[src/rtl/assert_macros.svh]
// Assertion macros shared by the RTL of the sleep timeout queue.
// Depends on nothing; define ASSERT_OFF to compile the checks away.
`ifndef ASSERT_MACROS_SVH
`define ASSERT_MACROS_SVH
`ifndef ASSERT_OFF
// Property must hold at every clock edge outside reset.
`define ASSERT_PROP(lbl, clk, rst_n, prop, msg) \
  lbl: assert property (@(posedge clk) disable iff (!(rst_n)) (prop)) else $error(msg);
// Condition must never be seen at a clock edge outside reset.
`define ASSERT_NEVER(lbl, clk, rst_n, cond, msg) \
  lbl: assert property (@(posedge clk) disable iff (!(rst_n)) !(cond)) else $error(msg);
`else
`define ASSERT_PROP(lbl, clk, rst_n, prop, msg)
`define ASSERT_NEVER(lbl, clk, rst_n, cond, msg)
`endif
`endif

[src/rtl/sto_pkg.sv]
// Package of the sleep timeout queue: sizes, codes and the cell types.
// Depends on nothing.
`default_nettype none
package sto_pkg;

  localparam int unsigned QueueDepth = 16;
  localparam int unsigned IdBits     = 8;
  localparam int unsigned MaxWakes   = 16;

  localparam int unsigned IdW   = (IdBits < 8) ? IdBits : 8;
  localparam int unsigned CntW  = $clog2(QueueDepth + 1);
  localparam int unsigned WakeW = $clog2(MaxWakes + 1);
  localparam int unsigned TickW = 63;
  localparam int unsigned RemW  = 32;

  typedef enum logic [0:0] {
    FUNC_SLEEP = 1'b0,
    FUNC_TICK  = 1'b1
  } func_e;

  typedef enum logic [1:0] {
    ST_ACCEPTED = 2'd0,
    ST_FULL     = 2'd1,
    ST_WOKEN    = 2'd2,
    ST_NONE     = 2'd3
  } status_e;

  typedef enum logic [1:0] {
    OP_NOP,
    OP_INSERT,
    OP_DEC,
    OP_POP
  } cell_op_e;

  typedef enum logic [0:0] {
    S_IDLE,
    S_WAKE
  } state_e;

  // One queue entry as held in a cell and handed to a neighbour.
  typedef struct packed {
    logic [RemW-1:0] rem;
    logic [IdW-1:0]  id;
  } entry_t;

  // Command broadcast to every cell of the row.
  typedef struct packed {
    cell_op_e        op;
    logic [RemW-1:0] ticks;
    logic [IdW-1:0]  id;
  } cell_cmd_t;

endpackage
`default_nettype wire

[src/rtl/sto_in_if.sv]
// Request channel of the sleep timeout queue: valid, ready and one request word.
// Depends on nothing.
`default_nettype none
interface sto_in_if;
  logic               valid;
  logic               ready;
  logic               func;
  logic [7:0]         thread_id;
  logic signed [31:0] nap_ticks;

  modport source (output valid, func, thread_id, nap_ticks, input ready);
  modport sink   (input valid, func, thread_id, nap_ticks, output ready);
endinterface
`default_nettype wire

[src/rtl/sto_out_if.sv]
// Result channel of the sleep timeout queue: valid, ready and one result word.
// Depends on nothing.
`default_nettype none
interface sto_out_if;
  logic        valid;
  logic        ready;
  logic [1:0]  status;
  logic [7:0]  woken_id;
  logic [62:0] tick_count;
  logic        last;

  modport source (output valid, status, woken_id, tick_count, last, input ready);
  modport sink   (input valid, status, woken_id, tick_count, last, output ready);
endinterface
`default_nettype wire

[src/rtl/sto_cell.sv]
// One cell of the sorted queue row: holds one entry, inserts, counts down, shifts.
// Depends on sto_pkg.
`default_nettype none
module sto_cell import sto_pkg::*; (
  input  wire logic      clk_i,
  input  wire cell_cmd_t cmd_i,
  input  wire logic      occ_i,       // entry lies below the fill count
  input  wire entry_t    left_i,      // entry of the neighbour towards the front
  input  wire logic      left_less_i, // neighbour keeps its place on insert
  input  wire entry_t    right_i,     // entry of the neighbour towards the back
  output entry_t         entry_o,
  output logic           less_o
);

  entry_t ent_q, ent_d;

  // Held entry is strictly smaller than the new count: it stays in front
  assign less_o  = occ_i && (ent_q.rem < cmd_i.ticks);
  assign entry_o = ent_q;

  always_comb begin
    ent_d = ent_q;
    unique case (cmd_i.op)
      OP_INSERT: begin
        if (!less_o) begin
          if (left_less_i) begin
            ent_d.rem = cmd_i.ticks;
            ent_d.id  = cmd_i.id;
          end else begin
            ent_d = left_i;
          end
        end
      end
      OP_DEC: begin
        if (ent_q.rem != '0) ent_d.rem = ent_q.rem - RemW'(1);
      end
      OP_POP:  ent_d = right_i;
      default: ent_d = ent_q;
    endcase
  end

  always_ff @(posedge clk_i) begin
    ent_q <= ent_d;
  end

endmodule
`default_nettype wire

[src/rtl/sleep_timeout_queue.sv]
// Top level of the sleep timeout queue: a row of sto_cell and its sequencer.
// Depends on sto_pkg, sto_in_if, sto_out_if, sto_cell and assert_macros.svh.
//
//   channel | dir | word                                  | accepted when
//   req_i   | in  | func, thread_id, nap_ticks            | valid && ready
//   rsp_o   | out | status, woken_id, tick_count, last    | valid && ready
//
// A sleep request has every cell decide in parallel whether to
// keep, take the new entry or take its front neighbour's entry.
// A tick counts down every cell, then gives one result per woken thread
// (at least one: the none-woken result); the row shifts one place a cycle unless stalled.
// Reset clears the fill count, tick counter and sequencer; cell contents are not cleared.
// A stalled result holds the output register; no request is taken meanwhile.
`default_nettype none
`include "assert_macros.svh"
module sleep_timeout_queue import sto_pkg::*; (
  input  wire logic clk_i,
  input  wire logic rst_ni,
  sto_in_if.sink    req_i,
  sto_out_if.source rsp_o
);

  state_e            state_q, state_d;
  logic [CntW-1:0]   count_q, count_d;
  logic [WakeW-1:0]  wakes_q, wakes_d;
  logic [TickW-1:0]  tick_q, tick_d;
  logic              rsp_valid_q;
  status_e           rsp_status_q, ld_status;
  logic [IdW-1:0]    rsp_id_q, ld_id;
  logic [TickW-1:0]  rsp_tick_q;
  logic              rsp_last_q, ld_last;
  logic              load;
  logic              out_free;
  logic              front_exp;
  logic [RemW-1:0]   new_ticks;
  cell_cmd_t         cmd;

  entry_t            ent  [QueueDepth];
  logic              less [QueueDepth];

  // Clamp negative counts to zero
  assign new_ticks = req_i.nap_ticks[31] ? '0 : RemW'(req_i.nap_ticks);

  // Row of cells, each wired to both neighbours
  for (genvar i = 0; i < QueueDepth; i++) begin : g_cell
    entry_t left_ent, right_ent;
    logic   left_less, occ;

    assign occ = CntW'(i) < count_q;
    if (i == 0) begin : g_front
      assign left_ent  = ent[0];
      assign left_less = 1'b1;
    end else begin : g_mid
      assign left_ent  = ent[i-1];
      assign left_less = less[i-1];
    end
    if (i == QueueDepth - 1) begin : g_back
      assign right_ent = ent[i];
    end else begin : g_inner
      assign right_ent = ent[i+1];
    end

    sto_cell u_cell (
      .clk_i       (clk_i),
      .cmd_i       (cmd),
      .occ_i       (occ),
      .left_i      (left_ent),
      .left_less_i (left_less),
      .right_i     (right_ent),
      .entry_o     (ent[i]),
      .less_o      (less[i])
    );
  end

  assign out_free  = !rsp_valid_q || rsp_o.ready;
  assign front_exp = (count_q != '0) && (ent[0].rem == '0) && (wakes_q < WakeW'(MaxWakes));

  // Sequencer: next state, cell command and result word
  always_comb begin
    state_d     = state_q;
    count_d     = count_q;
    wakes_d     = wakes_q;
    tick_d      = tick_q;
    cmd.op      = OP_NOP;
    cmd.ticks   = new_ticks;
    cmd.id      = req_i.thread_id[IdW-1:0];
    load        = 1'b0;
    ld_status   = ST_ACCEPTED;
    ld_id       = req_i.thread_id[IdW-1:0];
    ld_last     = 1'b1;
    req_i.ready = 1'b0;
    unique case (state_q)
      S_IDLE: begin
        req_i.ready = out_free;
        if (req_i.valid && out_free) begin
          if (func_e'(req_i.func) == FUNC_TICK) begin
            cmd.op  = OP_DEC;
            tick_d  = tick_q + TickW'(1);
            wakes_d = '0;
            state_d = S_WAKE;
          end else if (count_q == CntW'(QueueDepth)) begin
            load      = 1'b1;
            ld_status = ST_FULL;
          end else begin
            cmd.op    = OP_INSERT;
            count_d   = count_q + CntW'(1);
            load      = 1'b1;
            ld_status = ST_ACCEPTED;
          end
        end
      end
      S_WAKE: begin
        if (out_free) begin
          load = 1'b1;
          if (front_exp) begin
            cmd.op    = OP_POP;
            count_d   = count_q - CntW'(1);
            wakes_d   = wakes_q + WakeW'(1);
            ld_status = ST_WOKEN;
            ld_id     = ent[0].id;
            ld_last   = !((count_q > CntW'(1)) && (ent[1].rem == '0) &&
                          (wakes_q < WakeW'(MaxWakes - 1)));
            if (ld_last) state_d = S_IDLE;
          end else begin
            ld_status = ST_NONE;
            ld_id     = '0;
            state_d   = S_IDLE;
          end
        end
      end
      default: state_d = S_IDLE;
    endcase
  end

  // Control registers
  always_ff @(posedge clk_i or negedge rst_ni) begin
    if (!rst_ni) begin
      state_q     <= S_IDLE;
      count_q     <= '0;
      wakes_q     <= '0;
      tick_q      <= '0;
      rsp_valid_q <= 1'b0;
    end else begin
      state_q <= state_d;
      count_q <= count_d;
      wakes_q <= wakes_d;
      tick_q  <= tick_d;
      if (load) begin
        rsp_valid_q <= 1'b1;
      end else if (rsp_o.ready) begin
        rsp_valid_q <= 1'b0;
      end
    end
  end

  // Result word, held while the sink stalls
  always_ff @(posedge clk_i) begin
    if (load) begin
      rsp_status_q <= ld_status;
      rsp_id_q     <= ld_id;
      rsp_tick_q   <= tick_q;
      rsp_last_q   <= ld_last;
    end
  end

  assign rsp_o.valid      = rsp_valid_q;
  assign rsp_o.status     = rsp_status_q;
  assign rsp_o.woken_id   = 8'(rsp_id_q);
  assign rsp_o.tick_count = rsp_tick_q;
  assign rsp_o.last       = rsp_last_q;

  `ASSERT_NEVER(a_count_in_range, clk_i, rst_ni, count_q > CntW'(QueueDepth), "fill count overflow")
  `ASSERT_PROP(a_wake_pops, clk_i, rst_ni, (load && ld_status == ST_WOKEN) |=> (count_q == $past(count_q) - CntW'(1)), "wake without pop")
  `ASSERT_PROP(a_tick_enters_wake, clk_i, rst_ni, (state_q == S_IDLE && req_i.valid && req_i.ready && req_i.func) |=> (state_q == S_WAKE), "tick not followed by wake pass")
  `ASSERT_PROP(a_none_is_last, clk_i, rst_ni, (load && ld_status == ST_NONE) |-> (wakes_q == '0 && ld_last), "none-woken result out of place")

endmodule
`default_nettype wire
[src/flat_wrapper.sv]
// flat-port wrapper written by rule: the top's interface ports become plain ports
module sleep_timeout_queue_flat import sto_pkg::*;
  (clk_i, rst_ni, req_i_valid, req_i_func, req_i_thread_id, req_i_nap_ticks, req_i_ready, rsp_o_valid, rsp_o_status, rsp_o_woken_id, rsp_o_tick_count, rsp_o_last, rsp_o_ready);
  sto_in_if req_i_i ();
  sto_out_if rsp_o_i ();
  input  wire logic clk_i;
  input  wire logic rst_ni;
  input wire logic [$bits(req_i_i.valid)-1:0] req_i_valid;
  input wire logic [$bits(req_i_i.func)-1:0] req_i_func;
  input wire logic [$bits(req_i_i.thread_id)-1:0] req_i_thread_id;
  input wire logic [$bits(req_i_i.nap_ticks)-1:0] req_i_nap_ticks;
  output wire logic [$bits(req_i_i.ready)-1:0] req_i_ready;
  output wire logic [$bits(rsp_o_i.valid)-1:0] rsp_o_valid;
  output wire logic [$bits(rsp_o_i.status)-1:0] rsp_o_status;
  output wire logic [$bits(rsp_o_i.woken_id)-1:0] rsp_o_woken_id;
  output wire logic [$bits(rsp_o_i.tick_count)-1:0] rsp_o_tick_count;
  output wire logic [$bits(rsp_o_i.last)-1:0] rsp_o_last;
  input wire logic [$bits(rsp_o_i.ready)-1:0] rsp_o_ready;
  assign req_i_i.valid = req_i_valid;
  assign req_i_i.func = req_i_func;
  assign req_i_i.thread_id = req_i_thread_id;
  assign req_i_i.nap_ticks = req_i_nap_ticks;
  assign req_i_ready = req_i_i.ready;
  assign rsp_o_valid = rsp_o_i.valid;
  assign rsp_o_status = rsp_o_i.status;
  assign rsp_o_woken_id = rsp_o_i.woken_id;
  assign rsp_o_tick_count = rsp_o_i.tick_count;
  assign rsp_o_last = rsp_o_i.last;
  assign rsp_o_i.ready = rsp_o_ready;
  sleep_timeout_queue u_core (.clk_i(clk_i), .rst_ni(rst_ni), .req_i(req_i_i), .rsp_o(rsp_o_i));
endmodule
[config.mk]
export PLATFORM = sky130hd
export DESIGN_NAME = sleep_timeout_queue_flat
export DESIGN_NICKNAME = d
export VERILOG_FILES = /design/src/rtl/sto_pkg.sv /design/src/rtl/sto_in_if.sv /design/src/rtl/sto_out_if.sv /design/src/rtl/sto_cell.sv /design/src/rtl/sleep_timeout_queue.sv /design/src/flat_wrapper.sv
export VERILOG_INCLUDE_DIRS = /design/src /design/src/rtl
export SDC_FILE = /design/constraint.sdc
export NUM_CORES = 2
export LEC_CHECK = 0
export BUFFER_PORTS_ARGS = -buffer_cell sky130_fd_sc_hd__clkbuf_2
export CAP_MARGIN = 20
export CELL_PAD_IN_SITES_DETAIL_PLACEMENT = 0
export CELL_PAD_IN_SITES_GLOBAL_PLACEMENT = 1
export CORE_ASPECT_RATIO = 2
export CORE_MARGIN = 4
export CORE_UTILIZATION = 51
export DETAILED_ROUTE_END_ITERATION = 8
export GPL_ROUTABILITY_DRIVEN = 0
export PLACE_DENSITY_LB_ADDON = 0.12
export SYNTH_ARGS = -nofsm -noshare
export SYNTH_HDL_FRONTEND = slang
export SYNTH_SLANG_ARGS = --single-unit
[constraint.sdc]
create_clock -name clk_i -period 6.1 [get_ports clk_i]
set_input_delay 0.915 -clock clk_i [delete_from_list [all_inputs] [get_ports clk_i]]
set_output_delay 0.915 -clock clk_i [all_outputs]
set_load 0.005 [all_outputs]
## Word level (Yosys, flattened, before mapping)

Index checks and enable logic that the tools add are counted.
W data, S select, Z words.

| storage, ports and cells | value |
|---|---|
| input port bits | 45 |
| output and inout port bits | 76 |
| logic and storage cells | 341 |
| register bits | 789 |

| cells by class | value |
|---|---|
| bitwise logic cells | 2 |
| multiplexer cells | 118 |
| $lt $le $gt $ge | 35 |
| eq/ne operators | 42 |
| $add $sub $neg | 20 |
| reduce and logical (&&, ||, !) cells | 83 |

Operator list:

| kind | number |
|---|---|
| $pmux W32 S3 | 15 |
| $mux W40 | 31 |
| $lt A32 B32 Y1 | 16 |
| $mux W32 | 16 |
| $reduce_bool A32 Y1 | 16 |
| $sub A32 B1 Y32 const B | 16 |
| $pmux W8 S2 | 15 |
| $ne A2 B2 Y1 const B | 37 |
| $logic_not A32 Y1 | 2 |
| $pmux W32 S2 | 1 |
| $add A63 B1 Y63 const B | 1 |
| $reduce_and A3 Y1 | 18 |
| $mux W5 | 9 |
| $lt A4 B5 Y1 const A | 8 |
| $reduce_and A2 Y1 | 16 |
| $mux W31 | 1 |
| $mux W8 | 3 |
| $logic_and A1 B1 Y1 | 21 |
| $lt A3 B5 Y1 const A | 4 |
| $pmux W5 S2 | 2 |
| $mux W1 | 14 |
| $mux W2 | 7 |
| $add A5 B1 Y5 const B | 2 |
| $lt A1 B5 Y1 const A | 2 |
| other kinds (19) | 27 |

## Longest topological paths before layout

| depth | value |
|---|---|
| depth after elaboration | 9 |
| depth in mapped cells | 17 |
| mapped depth without buffers | 11 |

## Hierarchy

Synthesis repeated with hierarchy kept, for this count alone.

| unflattened totals | value |
|---|---|
| cell total of the unflattened synthesis | 7107 |
| area, all modules | 64311.7 sq um |

By module, submodules not included:

| module | sequential area each (sq um) | area each (sq um) | cells each | instances |
|---|---|---|---|---|
| sto_cell at u_core.g_cell[0].u_cell ... | 1201.2 | 3614.7 | 412 | 14 |
| sleep_timeout_queue | 4098.9 | 6432.4 | 510 | 1 |
| sto_cell at u_core.g_cell[9].u_cell | 1201.2 | 3704.8 | 413 | 1 |
| sto_cell at u_core.g_cell[8].u_cell | 1201.2 | 3568.4 | 416 | 1 |

## Worst setup path after synthesis

No wires, ideal clock.

| path | value |
|---|---|
| path kind | input port to flip-flop |
| start | in req_i_nap_ticks[31] |
| end | reg u_core.g_cell[10].u_cell.ent_q, in the netlist u_core.g_cell[10].u_cell.entry_o[10], enable pin |
| path slack | -1.108 ns |
| cell stages on the path | 17 |
| path buffers | 6 |
| setup time | 0.470 ns |
| data arrival time | 6.738 ns |
| path through | clkbuf_1 > clkbuf_1 > clkbuf_1 > nor2b_1 > clkbuf_1 > inv_1 > ha_1 > nand2_1 > nor3_1 > o31ai_1 > a2111oi_0 > o211ai_1 > o211ai_1 > clkbuf_1 > clkbuf_1 > nor2_1 > a211oi_1 |

| between the ends | value |
|---|---|
| word-level cells in the longest chain between the ends | 5 |

Ends and longest elaborated chain:

| item | line | text |
|---|---|---|
| start, declared | flat_wrapper.sv:11 | `input wire logic [$bits(req_i_i.nap_ticks)-1:0] req_i_nap_ticks;` |
| $mux W31 | sleep_timeout_queue.sv:42 | `assign new_ticks = req_i.nap_ticks[31] ? '0 : RemW'(req_i.nap_ticks);` |
| $lt A32 B32 Y1 | sto_cell.sv:18 | `assign less_o = occ_i && (ent_q.rem < cmd_i.ticks);` |
| $logic_and A1 B1 Y1 | sto_cell.sv:18 |  |
| $ne A2 B2 Y1 (no source line) | -- |  |
| $reduce_and A3 Y1 (no source line) | -- |  |
| end signal, assigned | sto_cell.sv:43 | `ent_q <= ent_d;` |
| end, declared | sto_cell.sv:15 | `entry_t ent_q, ent_d;` |

Every way passes these cells.
A chain may end at the register's enable or synchronous reset.

## Final worst setup path

| path | value |
|---|---|
| start | in req_i_nap_ticks[31] |
| end | reg u_core.g_cell[7].u_cell.ent_q, in the netlist u_core.g_cell[7].u_cell.entry_o[10], enable pin |

| between the ends | value |
|---|---|
| word-level cells in the longest chain between the ends | 5 |

Ends and longest elaborated chain:

| item | line |
|---|---|
| $mux W31 | sleep_timeout_queue.sv:42 |
| $lt A32 B32 Y1 | sto_cell.sv:18 |
| $logic_and A1 B1 Y1 | sto_cell.sv:18 |
| $ne A2 B2 Y1 (no source line) | -- |
| $reduce_and A3 Y1 (no source line) | -- |
| end signal, assigned | sto_cell.sv:43 |
| end, declared | sto_cell.sv:15 |

Every way passes these cells.

==> results.tsv <==
stage	metric	value	unit
setup_path	reg2reg start	u_core.g_cell[0].u_cell.entry_o[12]	
logic_synthesis	mapped cell area	0.0598	mm^2
global_route	first-pass GRT wire length	327000	um
logic_synthesis	syn_nets	6629	
finish	fin nets	6678	
die	boundary pin count	121	
power_and_ir_drop	power per standard cell area	318	mW/mm^2
min_path	Hold Path Cell Cnt	1	
timing	Slew @ Worst Pin	1.22	ns
run	maxcap violations	0	
setup_path	Worst EP required	6.50	ns
timing	fmax	0.186	GHz
clock_network	Num CTS Buffers	82	
clock_network	hold-fix buffer count after cts	1	
finish	register area	0.0233	mm^2
timing	Hold WS	0.469	ns
logic_synthesis	adder-cell share of the synthesized area	10.8	%
finish	share of cells above drive strength 1	8.99	%
logic_synthesis	Async SR Flop Fraction	9.51	%
routing	DR WL/cell	28.9	um
logic_synthesis	largest family of logic cells by synthesized area	compound AO/OA/AOI/OAI gates	
finish	multi-input logic area	0.0348	mm^2
clock_network	clock slew at reported path FFs	0.06	ns
logic_synthesis	area leader, netlist	edfxtp_1	
setup_path	crit-path max FO	40	
clock_network	worst-case clock buffer depth	3	
clock_network	TritonCTS clock tree	yes	
routing	Antenna Violating Nets Remaining	0	
logic_synthesis	largest cells by area after synthesis	edfxtp_1 36%, ha_1 11%, mux2i_1 8.8%, o21ai_0 5.2%, a22oi_1 4.4%	
setup_path	Worst Setup Path Type	in2reg	
timing	period utilization	88.0	%
routing	Detailed Route WL	223000	um
die	Die Width	250	um
finish	Filler cells	10600	
die	Die Footprint	0.123	mm^2
logic_synthesis	mean post-synth cell area	9.85	um^2
clock_network	H-tree depth	3	
clock_network	Setup Fix Bufs, Post-CTS	0	
setup_path	CP max-delay cell	o41ai_4	
timing	clock skew	0.0342	ns
timing	relative slew slack	17.7	%
routing	drt drc	0	
routing	Via density	6.62	
setup_path	R2R depth	9	
placed_design	Post-DP HPWL	169000	um
logic_synthesis	Synth Instances	6067	
clock_network	Root Buffer	clkbuf_16	
setup_path	r2r setup slk	1.13	ns
timing	Setup violations, final	0	
global_route	largest net degree at the start of global routing	199	
timing	RSZ-0062 raised after global routing	no	
die	core area	0.116	mm^2
die	FP Rows	177	
logic_synthesis	yosys warns	0	
global_route	initial antenna violation count	9	
routing	drt pass-1 iters	6	
logic_synthesis	Seq cells post-synth	789	
power_and_ir_drop	Pleak	25.0	nW
min_path	worst hold start	u_core.tick_q[62]	
placed_design	Port Buf Inserts	120	
clock_network	cells resized by post-CTS repair	0	
setup_path	max incr delay on CP	0.88	ns
placed_design	worst slack at placement	0.199	ns
min_path	Hold Path Class	reg2reg	
die	die height	492	um
setup_path	type of origin of the critical path	input port	
logic_synthesis	post-synthesis sequential area ratio	39.0	%
clock_network	Sink Count	789	
logic_synthesis	Primary FF master, synth	edfxtp_1	
timing	max-slew violations	0	
routing	initial DRC count	3666	
power_and_ir_drop	Worst IR Drop VDD	0.232	mV
setup_path	Setup crit end kind	flop	
setup_path	Worst EP arrival	5.77	ns
finish	area grow syn2layout	9.89	%
timing	fin crit period	5.37	ns
timing	Hold Violations, Final	0	
global_route	vias in the first global route	52100	
global_route	Total Routing Usage GR	34.9	%
clock_network	clock latency at the later pin of the worst-skew pair	0.73	ns
logic_synthesis	Simple-Gate Fraction of Synth Area	13.5	%
logic_synthesis	Post-synth EDFFs	714	
setup_path	worst-path cell chain	clkbuf_2 > buf_12 > nor2b_1 > inv_1 > buf_4 > ha_1 > nand4_1 > nor3_1 > o311ai_0 > o2111ai_1 > a21boi_0 > buf_4 > o41ai_4 > nor2_1 > a21oi_4 > buf_12	
routing	total number of vias	51200	
global_route	total congestion overflow	0	
logic_synthesis	multiplexer share of the synthesized area	9.05	%
timing	final setup margin	0.729	ns
min_path	Worst Hold Endpoint	u_core.tick_q[62]	
outcome	status	finished, final reports clean	
die	initial core utilization	51.4	%
logic_synthesis	Yosys top cell area share	35.9	%
placed_design	DP Cell Count	7551	
timing	setup TNS	0	ns
logic_synthesis	Yosys cell types	84	
finish	non-filler cells, final	7729	
logic_synthesis	Synth Area in Compound Gates	17.0	%
setup_path	reg2reg end	u_core.g_cell[9].u_cell.entry_o[11]	
logic_synthesis	Post-Synth XOR/XNOR Area	7.31	%
-- final cells by class --
class | count | share of cell area (%)
Sequential cell | 789 | 35.5
Antenna cell | 25 | 0.0952
Clock buffer | 94 | 3.29
Tap cell | 1521 | 2.90
Timing Repair Buffer | 347 | 3.89
Clock inverter | 57 | 0.853
Multi-Input combinational cell | 4816 | 53.0
Inverter | 80 | 0.457
-- worst max-delay path by stage --
stage / from / end / slack [ns] / cells after the start
3_5_place_dp: req_i_nap_ticks[31] / u_core.g_cell[7].u_cell.entry_o[10] / 0.20 / 16
5_1_grt: req_i_nap_ticks[31] / u_core.g_cell[7].u_cell.entry_o[10] / 0.78 / 16
2_1_floorplan: req_i_nap_ticks[31] / u_core.g_cell[4].u_cell.entry_o[10] / 0.08 / 16
3_3_place_gp: req_i_nap_ticks[31] / u_core.g_cell[1].u_cell.entry_o[8] / -0.28 / 13
6_report: req_i_nap_ticks[31] / u_core.g_cell[7].u_cell.entry_o[10] / 0.73 / 16
4_1_cts: req_i_nap_ticks[31] / u_core.g_cell[7].u_cell.entry_o[10] / 0.92 / 16
-- cells in the mapped netlist (115+ instances only) --
master and n:
edfxtp_1 714, o21ai_0 627, mux2i_1 527, ha_1 517
nand2_1 464, a22oi_1 347, nor2_1 326, a21oi_1 317
clkbuf_1 269, xor2_1 268, xnor2_1 231, nor3_1 170
nor4_1 115
-- through the flow --
step                util [%]  power, W  cell area (um^2)
finish                  56.5    0.0209             65700
global route            56.5    0.0218             65700
CTS                     56.4    0.0208             65600
detailed placement      54.1    0.0155             62900
global placement        54.0    0.0153             62800
floorplan                  -    0.0129             59800
-- worst max-delay path, delay by kind of cell --
family	cells	cell delay (ns)
AOI/OAI and AO/OA	5	2.19
and+or+nand+nor	4	1.13
buffers and inverters	6	1.10
adders and majority gates	1	0.31
-- sequential cells by signal (all words and copies together) (netlist names) --
signal / count
u_core.count_q: 5
u_core.g_cell.u_cell.entry_o: 640
u_core.rsp_o.last: 1
u_core.rsp_o.status: 2
u_core.rsp_o.tick_count: 63
u_core.rsp_o.valid: 1
u_core.rsp_o.woken_id: 8
u_core.state_q: 1
u_core.tick_q: 63
u_core.wakes_q: 5
-- power breakdown --
group / internal, W / switching, W
logic: 0.00279 / 0.00404
clock network: 0.00288 / 0.00248
registers: 0.00726 / 0.00142
total: 0.0129 / 0.00795
-- kinds of logic (layout without fill, tap and decap cells) --
family | after synthesis | in the layout
AO/OA/AOI/OAI | 1662 | 1662
XOR/XNOR | 499 | 499
adder cells (fa/ha/maj) | 517 | 517
buffers and inverters | 462 | 578
flip-flops | 789 | 789
multiplexers | 539 | 539
other | 0 | 25
AND/OR/NAND/NOR | 1599 | 1599
-- placed cells by master, fill, tap and decap left out, types with 25 or more instances in the layout --
| master | n |
|---|---|
| and3_1 | 28 |
| o22ai_1 | 46 |
| a21oi_1 | 304 |
| clkbuf_2 | 119 |
| nand2_1 | 461 |
| o31ai_1 | 36 |
| xnor2_1 | 231 |
| nand3_1 | 87 |
| a21o_1 | 48 |
| nor2_1 | 324 |
| or4_1 | 54 |
| o21ai_1 | 36 |
| buf_4 | 203 |
| nor4_1 | 112 |
| ha_1 | 517 |
| dfrtp_1 | 75 |
| inv_1 | 80 |
| o21ai_0 | 627 |
| diode_2 | 25 |
| a22oi_1 | 346 |
| mux2i_1 | 527 |
| nor2b_1 | 61 |
| edfxtp_1 | 714 |
| nand2b_1 | 35 |
| o211ai_1 | 32 |
| a221o_1 | 31 |
| clkbuf_16 | 85 |
| nor3_1 | 169 |
| or3_1 | 52 |
| xor2_1 | 268 |
| nand4_1 | 73 |
-- routing by layer --
layer,GRT usage [%],wire (um),vias up
li1,-,-,23300
met1,33.8,72800,25100
met2,63.3,114000,1909
met3,3.63,9090,871
met4,34.0,27100,2
met5,0,20,-
(Power assumes the default switching activity.)
